### config.mk
export PLATFORM = sky130hd
export DESIGN_NAME = banded_palette_colorizer
export DESIGN_NICKNAME = d
export VERILOG_FILES = /design/src/rtl/bpc_pkg.sv /design/src/rtl/bpc_div_stage.sv /design/src/rtl/bpc_mix.sv /design/src/rtl/banded_palette_colorizer.sv
export SDC_FILE = /design/constraint.sdc
export NUM_CORES = 2
export LEC_CHECK = 0
export ABC_AREA = 1
export BUFFER_PORTS_ARGS = -buffer_cell sky130_fd_sc_hd__buf_4
export CAP_MARGIN = 20
export CORE_MARGIN = 4
export CORE_UTILIZATION = 55
export DETAILED_ROUTE_END_ITERATION = 16
export HOLD_SLACK_MARGIN = 0.03
export PLACE_DENSITY = 0.73
export SLEW_MARGIN = 20
export SYNTH_ARGS = -nofsm -noshare
export SYNTH_HDL_FRONTEND = slang
export SYNTH_SLANG_ARGS = --single-unit
export TNS_END_PERCENT = 30
### constraint.sdc
create_clock -name clock -period 144.9 [get_ports clock]
set_clock_uncertainty 0.15 [all_clocks]
set_input_delay 21.735 -clock clock [delete_from_list [all_inputs] [get_ports clock]]
set_output_delay 21.735 -clock clock [all_outputs]
set_load 0.005 [all_outputs]
### src/rtl/bpc_pkg.sv
// Shared types, constants and arithmetic helpers for the banded palette colorizer.
package bpc_pkg;

   // Fixed field widths
   localparam int COUNT_W       = 24;
   localparam int MAX_ITER_W    = 16;
   localparam int BAND_W        = 24;
   localparam int PAL_COUNT_W   = 3;
   localparam int COLOR_W       = 24;
   localparam int CHAN_W        = 8;
   localparam int CSR_IDX_W     = 3;
   localparam int CSR_DATA_W    = 24;

   // Design constants
   localparam int PALETTE_MAX   = 5;
   localparam int PALETTE_REGS  = 5;
   localparam int FRACTION_BITS = 8;
   localparam int BLEND_BITS    = 8;

   // One quotient bit per divider stage: count bits, then blend bits
   localparam int DIV_STEPS     = COUNT_W + BLEND_BITS;

   localparam int IDX_W         = $clog2(PALETTE_MAX);
   localparam int CNT_W         = $clog2(PALETTE_MAX + 1);
   localparam int PAL_IDX_W     = $clog2(PALETTE_REGS);
   localparam int LIMIT_W       = MAX_ITER_W + FRACTION_BITS;
   localparam int CMP_W         = (LIMIT_W > COUNT_W) ? LIMIT_W : COUNT_W;
   localparam int MIX_W         = CHAN_W + BLEND_BITS + 1;

   // Register indexes
   localparam logic [CSR_IDX_W-1:0] REG_MAX_ITER    = 3'd0;
   localparam logic [CSR_IDX_W-1:0] REG_BAND_WIDTH  = 3'd1;
   localparam logic [CSR_IDX_W-1:0] REG_PAL_COUNT   = 3'd2;
   localparam logic [CSR_IDX_W-1:0] REG_PAL_COLOR_0 = 3'd3;
   localparam logic [CSR_IDX_W-1:0] REG_PAL_COLOR_1 = 3'd4;
   localparam logic [CSR_IDX_W-1:0] REG_PAL_COLOR_2 = 3'd5;
   localparam logic [CSR_IDX_W-1:0] REG_PAL_COLOR_3 = 3'd6;
   localparam logic [CSR_IDX_W-1:0] REG_PAL_COLOR_4 = 3'd7;

   // Reset values
   localparam logic [MAX_ITER_W-1:0]  MAX_ITER_RST  = 16'd255;
   localparam logic [BAND_W-1:0]      BAND_RST      = 24'd2560;
   localparam logic [PAL_COUNT_W-1:0] PAL_COUNT_RST = 3'd5;
   localparam logic [CHAN_W-1:0]      BLACK_LEVEL   = 8'h00;

   typedef logic [COLOR_W-1:0] color_type;
   typedef logic [IDX_W:0]     mod_wide_type;

   // Divider pipeline beat
   typedef struct packed {
      logic                  valid;
      logic                  black;
      logic [COUNT_W-1:0]    dvd;    // dividend bits still to shift in
      logic [BAND_W-1:0]     rem;    // partial remainder
      logic [BLEND_BITS-1:0] frac;   // last quotient bits (blend)
      logic [IDX_W-1:0]      modv;   // earlier quotient bits modulo palette count
   } div_type;

   // Palette count as used: zero reads as one, large values saturate
   function automatic logic [CNT_W-1:0] clamp_count(input logic [PAL_COUNT_W-1:0] pc);
      logic [CNT_W-1:0] n;
      if (pc == '0) begin
         n = CNT_W'(1);
      end else if (32'(pc) > PALETTE_MAX) begin
         n = CNT_W'(PALETTE_MAX);
      end else begin
         n = CNT_W'(pc);
      end
      return n;
   endfunction

   // Zero band width divides as one
   function automatic logic [BAND_W-1:0] clamp_band(input logic [BAND_W-1:0] bw);
      return (bw == '0) ? BAND_W'(1) : bw;
   endfunction

   // Shift one quotient bit into a running residue modulo n (m < n)
   function automatic logic [IDX_W-1:0] mod_step(input logic [IDX_W-1:0] m,
                                                  input logic b,
                                                  input logic [CNT_W-1:0] n);
      mod_wide_type t;
      mod_wide_type nw;
      t  = {m, b};
      nw = mod_wide_type'(n);
      if (t >= nw) begin
         t = t - nw;
      end
      return t[IDX_W-1:0];
   endfunction

   // Linear blend of one channel, truncated
   function automatic logic [CHAN_W-1:0] mix_channel(input logic [CHAN_W-1:0] c0,
                                                      input logic [CHAN_W-1:0] c1,
                                                      input logic [BLEND_BITS-1:0] b);
      logic [BLEND_BITS:0] w0;
      logic [MIX_W-1:0]    acc;
      w0  = (BLEND_BITS+1)'(1 << BLEND_BITS) - (BLEND_BITS+1)'(b);
      acc = MIX_W'(w0) * MIX_W'(c0) + MIX_W'(b) * MIX_W'(c1);
      return acc[BLEND_BITS +: CHAN_W];
   endfunction

endpackage

### src/rtl/bpc_div_stage.sv
// One radix-2 restoring division step with a pipeline register.
module bpc_div_stage (
   input  logic                          clock,
   input  logic                          reset,
   input  logic                          advance,
   input  logic [bpc_pkg::BAND_W-1:0]    band,
   input  logic [bpc_pkg::CNT_W-1:0]     count_n,
   input  bpc_pkg::div_type              stage_i,
   output bpc_pkg::div_type              stage_o
);

   bpc_pkg::div_type              stage_ff;
   bpc_pkg::div_type              stage_in;
   logic [bpc_pkg::BAND_W:0]      trial;
   logic [bpc_pkg::BAND_W:0]      diff;
   logic                          qbit;

   // Shift next dividend bit into the remainder, subtract band if it fits
   always_comb begin
      trial = {stage_i.rem, stage_i.dvd[bpc_pkg::COUNT_W-1]};
      diff  = trial - (bpc_pkg::BAND_W+1)'(band);
      qbit  = (trial >= (bpc_pkg::BAND_W+1)'(band));

      stage_in       = stage_i;
      stage_in.dvd   = {stage_i.dvd[bpc_pkg::COUNT_W-2:0], 1'b0};
      stage_in.rem   = qbit ? diff[bpc_pkg::BAND_W-1:0] : trial[bpc_pkg::BAND_W-1:0];
      // Quotient bit enters the blend field; the bit leaving it feeds the residue
      stage_in.frac  = {stage_i.frac[bpc_pkg::BLEND_BITS-2:0], qbit};
      stage_in.modv  = bpc_pkg::mod_step(stage_i.modv,
                                         stage_i.frac[bpc_pkg::BLEND_BITS-1], count_n);
   end

   always_ff @(posedge clock) begin
      if (reset) begin
         stage_ff.valid <= 1'b0;
      end else if (advance) begin
         stage_ff <= stage_in;
      end
   end

   assign stage_o = stage_ff;

endmodule

### src/rtl/bpc_mix.sv
// Palette lookup stage and per-channel blend into the result register.
module bpc_mix (
   input  logic                          clock,
   input  logic                          reset,
   input  logic                          advance,
   input  logic [bpc_pkg::CNT_W-1:0]     count_n,
   input  bpc_pkg::color_type            palette [bpc_pkg::PALETTE_REGS],
   input  bpc_pkg::div_type              div_i,
   output logic                          sel_valid,
   output logic                          sel_black,
   output logic                          rsp_valid,
   output logic [bpc_pkg::CHAN_W-1:0]    rsp_red,
   output logic [bpc_pkg::CHAN_W-1:0]    rsp_green,
   output logic [bpc_pkg::CHAN_W-1:0]    rsp_blue
);

   localparam int CW = bpc_pkg::CHAN_W;

   bpc_pkg::color_type               next_color [bpc_pkg::PALETTE_REGS];
   logic [bpc_pkg::PAL_IDX_W-1:0]    pal_idx;

   logic                             sel_valid_ff;
   logic                             sel_black_ff;
   logic [bpc_pkg::BLEND_BITS-1:0]   sel_blend_ff;
   bpc_pkg::color_type               sel_c0_ff;
   bpc_pkg::color_type               sel_c1_ff;

   logic                             rsp_valid_ff;
   logic [CW-1:0]                    red_ff;
   logic [CW-1:0]                    green_ff;
   logic [CW-1:0]                    blue_ff;
   logic [CW-1:0]                    red_in;
   logic [CW-1:0]                    green_in;
   logic [CW-1:0]                    blue_in;

   // Successor entry of each palette slot, wrapping at the count in use
   for (genvar k = 0; k < bpc_pkg::PALETTE_REGS; k++) begin : g_next
      if (k < bpc_pkg::PALETTE_REGS - 1) begin : g_mid
         assign next_color[k] = (32'(count_n) > k + 1) ? palette[k+1] : palette[0];
      end else begin : g_last
         assign next_color[k] = palette[0];
      end
   end

   assign pal_idx = bpc_pkg::PAL_IDX_W'(div_i.modv);

   // Select stage: base and next colors
   always_ff @(posedge clock) begin
      if (reset) begin
         sel_valid_ff <= 1'b0;
      end else if (advance) begin
         sel_valid_ff <= div_i.valid;
         sel_black_ff <= div_i.black;
         sel_blend_ff <= div_i.frac;
         sel_c0_ff    <= palette[pal_idx];
         sel_c1_ff    <= next_color[pal_idx];
      end
   end

   // Blend stage
   always_comb begin
      if (sel_black_ff) begin
         red_in   = bpc_pkg::BLACK_LEVEL;
         green_in = bpc_pkg::BLACK_LEVEL;
         blue_in  = bpc_pkg::BLACK_LEVEL;
      end else begin
         red_in   = bpc_pkg::mix_channel(sel_c0_ff[2*CW +: CW], sel_c1_ff[2*CW +: CW],
                                         sel_blend_ff);
         green_in = bpc_pkg::mix_channel(sel_c0_ff[CW +: CW], sel_c1_ff[CW +: CW],
                                         sel_blend_ff);
         blue_in  = bpc_pkg::mix_channel(sel_c0_ff[0 +: CW], sel_c1_ff[0 +: CW],
                                         sel_blend_ff);
      end
   end

   // Result register; holds while the receiver stalls
   always_ff @(posedge clock) begin
      if (reset) begin
         rsp_valid_ff <= 1'b0;
      end else if (advance) begin
         rsp_valid_ff <= sel_valid_ff;
         red_ff       <= red_in;
         green_ff     <= green_in;
         blue_ff      <= blue_in;
      end
   end

   assign sel_valid = sel_valid_ff;
   assign sel_black = sel_black_ff;
   assign rsp_valid = rsp_valid_ff;
   assign rsp_red   = red_ff;
   assign rsp_green = green_ff;
   assign rsp_blue  = blue_ff;

endmodule

### src/rtl/banded_palette_colorizer.sv
// Top level of the banded palette colorizer: registers, divider chain, blend.
//
// Maps a pixel's smooth escape count (unsigned Q16.8) to an RGB color.
// Channels: req_ (valid/ready, iteration count in), rsp_ (valid/ready,
// red/green/blue out), csr_ (valid/ready register writes, always ready).
// A count equal to the iteration limit gives black; otherwise the count is
// divided by the band width, the quotient modulo the palette count picks a
// base entry and its wrapping successor, and the fraction blends the two.
// Throughput: one pixel per clock while the receiver does not stall. Each
// accepted beat passes 32 divider stages (one quotient bit each, 24 integer
// bits then 8 blend bits), one palette select stage and the result register.
// The divider's per-stage compare/subtract sets this depth. When the receiver
// stalls, the whole pipeline holds and req_ready drops; nothing is lost or
// repeated. Reset clears all pipeline valid bits and loads the register
// defaults: limit 255, band 2560, palette count 5, palette entries black. The
// user must write registers only while idle; the block does not enforce it.
module banded_palette_colorizer (
   input  logic                              clock,
   input  logic                              reset,
   input  logic                              req_valid,
   output logic                              req_ready,
   input  logic [bpc_pkg::COUNT_W-1:0]       req_iteration_count,
   output logic                              rsp_valid,
   input  logic                              rsp_ready,
   output logic [bpc_pkg::CHAN_W-1:0]        rsp_red,
   output logic [bpc_pkg::CHAN_W-1:0]        rsp_green,
   output logic [bpc_pkg::CHAN_W-1:0]        rsp_blue,
   input  logic                              csr_valid,
   output logic                              csr_ready,
   input  logic [bpc_pkg::CSR_IDX_W-1:0]     csr_index,
   input  logic [bpc_pkg::CSR_DATA_W-1:0]    csr_data
);

   localparam int STEPS = bpc_pkg::DIV_STEPS;

   logic [bpc_pkg::MAX_ITER_W-1:0]   max_iter_ff;
   logic [bpc_pkg::BAND_W-1:0]       band_width_ff;
   logic [bpc_pkg::PAL_COUNT_W-1:0]  pal_count_ff;
   bpc_pkg::color_type               palette_ff [bpc_pkg::PALETTE_REGS];

   logic [bpc_pkg::BAND_W-1:0]       band;
   logic [bpc_pkg::CNT_W-1:0]        count_n;
   logic [bpc_pkg::LIMIT_W-1:0]      limit;
   logic                             advance;
   logic                             sel_valid;
   logic                             sel_black;

   bpc_pkg::div_type                 chain [STEPS+1];
   logic [STEPS:1]                   chain_valid;

   // Register writes
   always_ff @(posedge clock) begin
      if (reset) begin
         max_iter_ff   <= bpc_pkg::MAX_ITER_RST;
         band_width_ff <= bpc_pkg::BAND_RST;
         pal_count_ff  <= bpc_pkg::PAL_COUNT_RST;
         for (int k = 0; k < bpc_pkg::PALETTE_REGS; k++) begin
            palette_ff[k] <= '0;
         end
      end else if (csr_valid && csr_ready) begin
         case (csr_index)
            bpc_pkg::REG_MAX_ITER:    max_iter_ff   <= csr_data[bpc_pkg::MAX_ITER_W-1:0];
            bpc_pkg::REG_BAND_WIDTH:  band_width_ff <= csr_data[bpc_pkg::BAND_W-1:0];
            bpc_pkg::REG_PAL_COUNT:   pal_count_ff  <= csr_data[bpc_pkg::PAL_COUNT_W-1:0];
            bpc_pkg::REG_PAL_COLOR_0: palette_ff[0] <= csr_data[bpc_pkg::COLOR_W-1:0];
            bpc_pkg::REG_PAL_COLOR_1: palette_ff[1] <= csr_data[bpc_pkg::COLOR_W-1:0];
            bpc_pkg::REG_PAL_COLOR_2: palette_ff[2] <= csr_data[bpc_pkg::COLOR_W-1:0];
            bpc_pkg::REG_PAL_COLOR_3: palette_ff[3] <= csr_data[bpc_pkg::COLOR_W-1:0];
            bpc_pkg::REG_PAL_COLOR_4: palette_ff[4] <= csr_data[bpc_pkg::COLOR_W-1:0];
            default: ;
         endcase
      end
   end

   assign csr_ready = 1'b1;

   // Effective settings
   assign band    = bpc_pkg::clamp_band(band_width_ff);
   assign count_n = bpc_pkg::clamp_count(pal_count_ff);
   assign limit   = {max_iter_ff, {bpc_pkg::FRACTION_BITS{1'b0}}};

   // Global stall: everything moves when the result register is free
   assign advance   = !rsp_valid || rsp_ready;
   assign req_ready = advance;

   // Entry beat
   always_comb begin
      chain[0].valid = req_valid;
      chain[0].black = (bpc_pkg::CMP_W'(req_iteration_count) == bpc_pkg::CMP_W'(limit));
      chain[0].dvd   = req_iteration_count;
      chain[0].rem   = '0;
      chain[0].frac  = '0;
      chain[0].modv  = '0;
   end

   // Divider chain
   for (genvar s = 0; s < STEPS; s++) begin : g_div
      bpc_div_stage u_stage (
         .clock   (clock),
         .reset   (reset),
         .advance (advance),
         .band    (band),
         .count_n (count_n),
         .stage_i (chain[s]),
         .stage_o (chain[s+1])
      );
      assign chain_valid[s+1] = chain[s+1].valid;
   end

   bpc_mix u_mix (
      .clock     (clock),
      .reset     (reset),
      .advance   (advance),
      .count_n   (count_n),
      .palette   (palette_ff),
      .div_i     (chain[STEPS]),
      .sel_valid (sel_valid),
      .sel_black (sel_black),
      .rsp_valid (rsp_valid),
      .rsp_red   (rsp_red),
      .rsp_green (rsp_green),
      .rsp_blue  (rsp_blue)
   );

   // A stalled pipeline keeps every beat in place
   a_stall_holds: assert property (@(posedge clock) disable iff (reset)
      !advance |=> $stable(chain_valid) && $stable(sel_valid))
      else $error("pipeline moved during a stall");

   // Palette residue stays below the count in use
   a_mod_range: assert property (@(posedge clock) disable iff (reset)
      chain[STEPS].valid |-> (32'(chain[STEPS].modv) < 32'(count_n)))
      else $error("palette index out of range");

   // A pixel at the iteration limit comes out black
   a_black_out: assert property (@(posedge clock) disable iff (reset)
      sel_valid && sel_black && advance |=>
         rsp_valid && (rsp_red == bpc_pkg::BLACK_LEVEL) &&
         (rsp_green == bpc_pkg::BLACK_LEVEL) && (rsp_blue == bpc_pkg::BLACK_LEVEL))
      else $error("limit pixel not black");

endmodule

# Word level (Yosys, flattened, before mapping)
# Cells that the tools add are included.
[word_totals] ff_bits=1654 in_bits=56 output_inout_bits=27 elab_cells=456
[classes] n_addsub=67 mul=6 n_lt_le_gt_ge=70 n_eq_ne=8 n_mux=75 bitwise_logic=2 reduce_logical=14
[ops] cell="$mux W24" count=39
[ops] cell="$ge A25 B24 Y1" count=31
[ops] cell="$sub A24 B24 Y24" count=30
[ops] cell="$bmux W24 S3" count=2
[ops] cell="$ge A4 B3 Y1" count=31
[ops] cell="$mux W3" count=33
[ops] cell="$sub A3 B3 Y3" count=31
[ops] cell="$add A16 B16 Y16" count=3
[ops] cell="$mul A8 B8 Y16" count=3
[ops] cell="$mul A9 B8 Y16" count=3
[ops] cell="$eq A24 B24 Y1" count=1
[ops] cell="$ge A1 B24 Y1" count=1
[ops] cell="$logic_not A24 Y1" count=1
[ops] cell="$sub A1 B24 Y24" count=1
[ops] cell="$reduce_and A2 Y1" count=9
[ops] cell="$eq A3 B3 Y1 const B" count=4
[ops] cell="$sub A9 B8 Y9 const A" count=1
[ops] cell="$eq A3 B2 Y1 const B" count=2
[ops] cell="$gt A3 B2 Y1 const B" count=2
[ops] cell="$gt A3 B3 Y1 const B" count=2
[ops] cell="$logic_not A3 Y1" count=2
[ops] cell="$ge A4 B4 Y1 const B" count=1
[ops] cell="$not A3 Y4" count=1
[ops] cell="$eq A3 B1 Y1 const B" count=1
[ops] cell="other kinds (7)" count=7

# Depth between registers and ports, before layout
[depth] depth_word=8 mapped_depth=35 ltp_nobuf=32

# Cells and area by module
# Synthesis repeated with hierarchy kept, for this count alone.
[hier_totals] hier_cells=21812 hier_area_um2=162359.5
[by_module_without_submodules] mod="bpc_div_stage at g_div[0].u_stage ..." instances=24 cells_per_inst=568 area_per_inst_um2=4255.3 seq_area_each_um2=1791.7
[by_module_without_submodules] mod="bpc_div_stage at g_div[20].u_stage ..." instances=6 cells_per_inst=572 area_per_inst_um2=4281.6 seq_area_each_um2=1791.7
[by_module_without_submodules] mod="bpc_mix" instances=1 cells_per_inst=2764 area_per_inst_um2=19829.0 seq_area_each_um2=2472.4
[by_module_without_submodules] mod="banded_palette_colorizer" instances=1 cells_per_inst=847 area_per_inst_um2=6177.2 seq_area_each_um2=3263.1
[by_module_without_submodules] mod="bpc_div_stage at g_div[1].u_stage" instances=1 cells_per_inst=568 area_per_inst_um2=4285.4 seq_area_each_um2=1791.7
[by_module_without_submodules] mod="bpc_div_stage at g_div[7].u_stage" instances=1 cells_per_inst=569 area_per_inst_um2=4250.3 seq_area_each_um2=1791.7

# Worst setup path before layout
# No wires, ideal clock.
[synth_path] path_kind="input port to flip-flop" from="input rsp_ready" to="register g_div[0].u_stage.stage_ff, in the netlist g_div[0].u_stage.stage_o[0] (enable)" setup_ps=3330 t_arrival_ps=82191 required_time_ps=141420 setup_slack_ps=59229 cell_stages=3 path_buffers=1 path_cell_list="nor2_1 clkbuf_1 nor2_1"
[synth_between] elab_chain_cells=2
[synth_lines] item="from (decl)" line_no="banded_palette_colorizer.sv:24" rtl="input logic rsp_ready,"
[synth_lines] item="$logic_or A1 B1 Y1" line_no="banded_palette_colorizer.sv:83" rtl="assign advance = !rsp_valid || rsp_ready;"
[synth_lines] item="$reduce_and A2 Y1 (no line)"
[synth_lines] item="to (signal assigned)" line_no="bpc_div_stage.sv:37" rtl="stage_ff <= stage_in;"
[synth_lines] item="to (decl)" line_no="bpc_div_stage.sv:12" rtl="bpc_pkg::div_type stage_ff;"
# No other way between the ends.
# A chain may end at the register's enable or synchronous reset.

# Worst setup path after layout
[layout_path] from="input rsp_ready" to="output req_ready"
[layout_between] elab_chain_cells=1
[layout_lines] item="$logic_or A1 B1 Y1" line_no="banded_palette_colorizer.sv:83"
[layout_lines] item="to (decl)" line_no="banded_palette_colorizer.sv:21" rtl="output logic req_ready,"
# No other way between the ends.

==> impl_metrics.tcl <==
set metrics [dict create \
    rows 173 \
    layout_commonest_cell "nand2_1" \
    crit_arrival_ns 23.49 \
    stdcell_count 18153 \
    path_max_fanout 36 \
    ys_warn_count 0 \
    maxSlewViolCount 0 \
    via_per_inst 5.71 \
    synthAdderAreaFrac 0.162 \
    netlist.area_leader.share 0.354 \
    antenna_found_initial 24 \
    hold_path.class "reg2reg" \
    synth_nets 16433 \
    routedWlPerCell_um 19.6 \
    avgSynthCellArea_sq_um 8.23 \
    dieArea_sq_um 232000 \
    cp-end-kind "output port" \
    setup_viol 0 \
    syn-instance-count 14992 \
    holdWs_ns 0.248 \
    startpoint_type "input pin" \
    drt-total-wl_um 356000 \
    path_class "in2out" \
    cts_max_level 4 \
    grt_start_max_net_pins 199 \
    io_pins 83 \
    p_leak_nw 59.6 \
    dpl.cell_count 17807 \
    rsz0062_at_grt "false" \
    die_y_um 482 \
    cap_violations 0 \
    status "finished clean" \
    die_w_um 482 \
    cts_tree "done" \
    syn_to_final_growth_pct 8.00 \
    drt_iter0_drc 10739 \
    yosys_register_bits 1654 \
    grt_pass1_wl_um 547000 \
    overflow 0 \
    synth.mux.area_fraction 0 \
    crit_required_ns 123.01 \
    synth_xor_xnor_area_share 0.0409 \
    tns_ns 0 \
    synth_top_area_cell "edfxtp_1" \
    grt.total_usage 0.301 \
    start_util 0.554 \
    finalCritPeriodShare 0.313 \
    place.gp.congestion 0.973 \
    remaining_drc_errors 0 \
    cts.clk_slew.worst_paths_ns 0.07 \
    cts.sinks 1654 \
    drtAntennaViolNets 0 \
    clock_latency_ns 0.89 \
    layout-drive-gt1-share 0.0419 \
    finish.utilization 0.599 \
    max_freq_ghz 0.0220 \
    peakVddDrop_mv 0.0289 \
    ys_types 56 \
    cts-root-buf "clkbuf_16" \
    slew_headroom 0.240 \
    post_cts_resized 0 \
    synth_edf_count 1457 \
    clock_path_buffers 3 \
    synth-simple-area-share 0.201 \
    hold_viol 0 \
    hold_buffers 0 \
    worstMarginPinSlew_ns 1.14 \
    ys.flop_type "edfxtp_1" \
    coreArea_sq_um 223000 \
    portBuffers 81 \
    drt_first_pass_iters 8 \
    cts_made_buffers 181 \
    synth-compound-area-share 0.130 \
    grt_pass1_vias 97520 \
    syn_area_sq_um 123000 \
    yosysSeqAreaShare 0.386 \
    fin_nets 16456 \
    finalCriticalPeriod_ns 45.38 \
    detailed_place_hpwl_um 258000 \
    synthTopCellsByArea "edfxtp_1, ha_1, nand2_1, inv_1, fa_1" \
    post_cts_buffers 0 \
    final_cell_mix "nand2_1, inv_1, edfxtp_1, o21ai_0, nor2_1" \
    synth_top_family_by_area "simple AND/OR/NAND/NOR gates" \
    async_reset_ff_frac 0 \
    vias 103634 \
    p_per_area_nw_per_um2 24.5 \
]
==> where the power goes <==
| group | internal [mW] | total [mW] | switching (mW) |
|---|---|---|---|
| registers | 0.744 | 0.847 | 0.104 |
| logic | 0.674 | 1.93 | 1.26 |
| clock network | 0.283 | 0.488 | 0.205 |
==> final timing paths <==
check	endpoint	start	slack, ns	cells after the start
setup reg to reg	u_mix.rsp_blue[7]	u_mix.sel_blend_ff[0]	136.92	29
setup / recovery	req_ready	rsp_ready	99.52	5
hold reg to reg	g_div[9].u_stage.stage_o[4]	g_div[8].u_stage.stage_o[3]	0.25	0
hold / removal	g_div[9].u_stage.stage_o[4]	g_div[8].u_stage.stage_o[3]	0.25	0
==> metrics by stage <==
step                      power (mW)  cell area, sq um  setup WS [ns]
after floorplan                 2.29            123000          59.23
after global placement          2.73            127000          99.55
after detailed placement        2.74            127000          99.58
after CTS                       3.25            133000          99.56
after global routing            3.57            133000          99.35
final                           3.27            133000          99.52
==> synthesized netlist by cell type, drive strengths merged (60+ instances only) <==
library cell / number
nor3: 183
nand4: 274
buf: 136
xnor2: 191
xor2: 386
dfxtp: 197
inv: 2189
a21o: 117
clkbuf: 186
nand3: 689
nand2: 3340
o21ai: 1442
o211ai: 60
nor2: 1224
o21bai: 92
a21oi: 1134
fa: 361
nand3b: 62
ha: 1024
edfxtp: 1457
nor4: 71
==> sequential cells by signal (all words and copies together) (netlist names) <==
signal and flops:
u_mix.sel_black 1, palette_ff 120, g_div.u_stage.stage_o 1408, u_mix.sel_c1_ff 24, max_iter_ff 16, band_width_ff 24
u_mix.rsp_green 8, u_mix.rsp_valid 1, u_mix.sel_c0_ff 24, u_mix.rsp_red 8, pal_count_ff 3, u_mix.sel_blend_ff 8
u_mix.rsp_blue 8, u_mix.sel_valid 1
==> layout make-up <==
cell class	instances	area, sq um
clock inverter	124	1590
tap	2975	3720
sequential	1654	47700
fill	19988	89400
inverter	2193	8260
timing repair buffer	162	1250
multi-input combinational	10823	66000
antenna	12	30.0
clock buffer	210	4740
==> cells by family (layout without fill, tap and decap cells) <==
logic type | Yosys count | after routing
AO/OA/AOI/OAI | 2977 | 2977
AND/OR/NAND/NOR | 5883 | 5883
adder cells (fa/ha/maj) | 1385 | 1385
XOR/XNOR | 577 | 577
buffers and inverters | 2515 | 2689
flip-flops | 1654 | 1654
other | 1 | 13
==> worst max-delay path: stages <==
cell and delay (ns):
buf_4 0.11, nor2_2 0.09, buf_4 0.31, clkinv_1 0.80, buf_4 0.42
==> layer usage <==
layer / track usage / part of all wire
met2: 0.473 / 0.45
met5: 0 / 0.00013
met1: 0.424 / 0.43
met4: 0.114 / 0.041
met3: 0.0436 / 0.083
No activity file was read; power rests on OpenSTA's default activity.
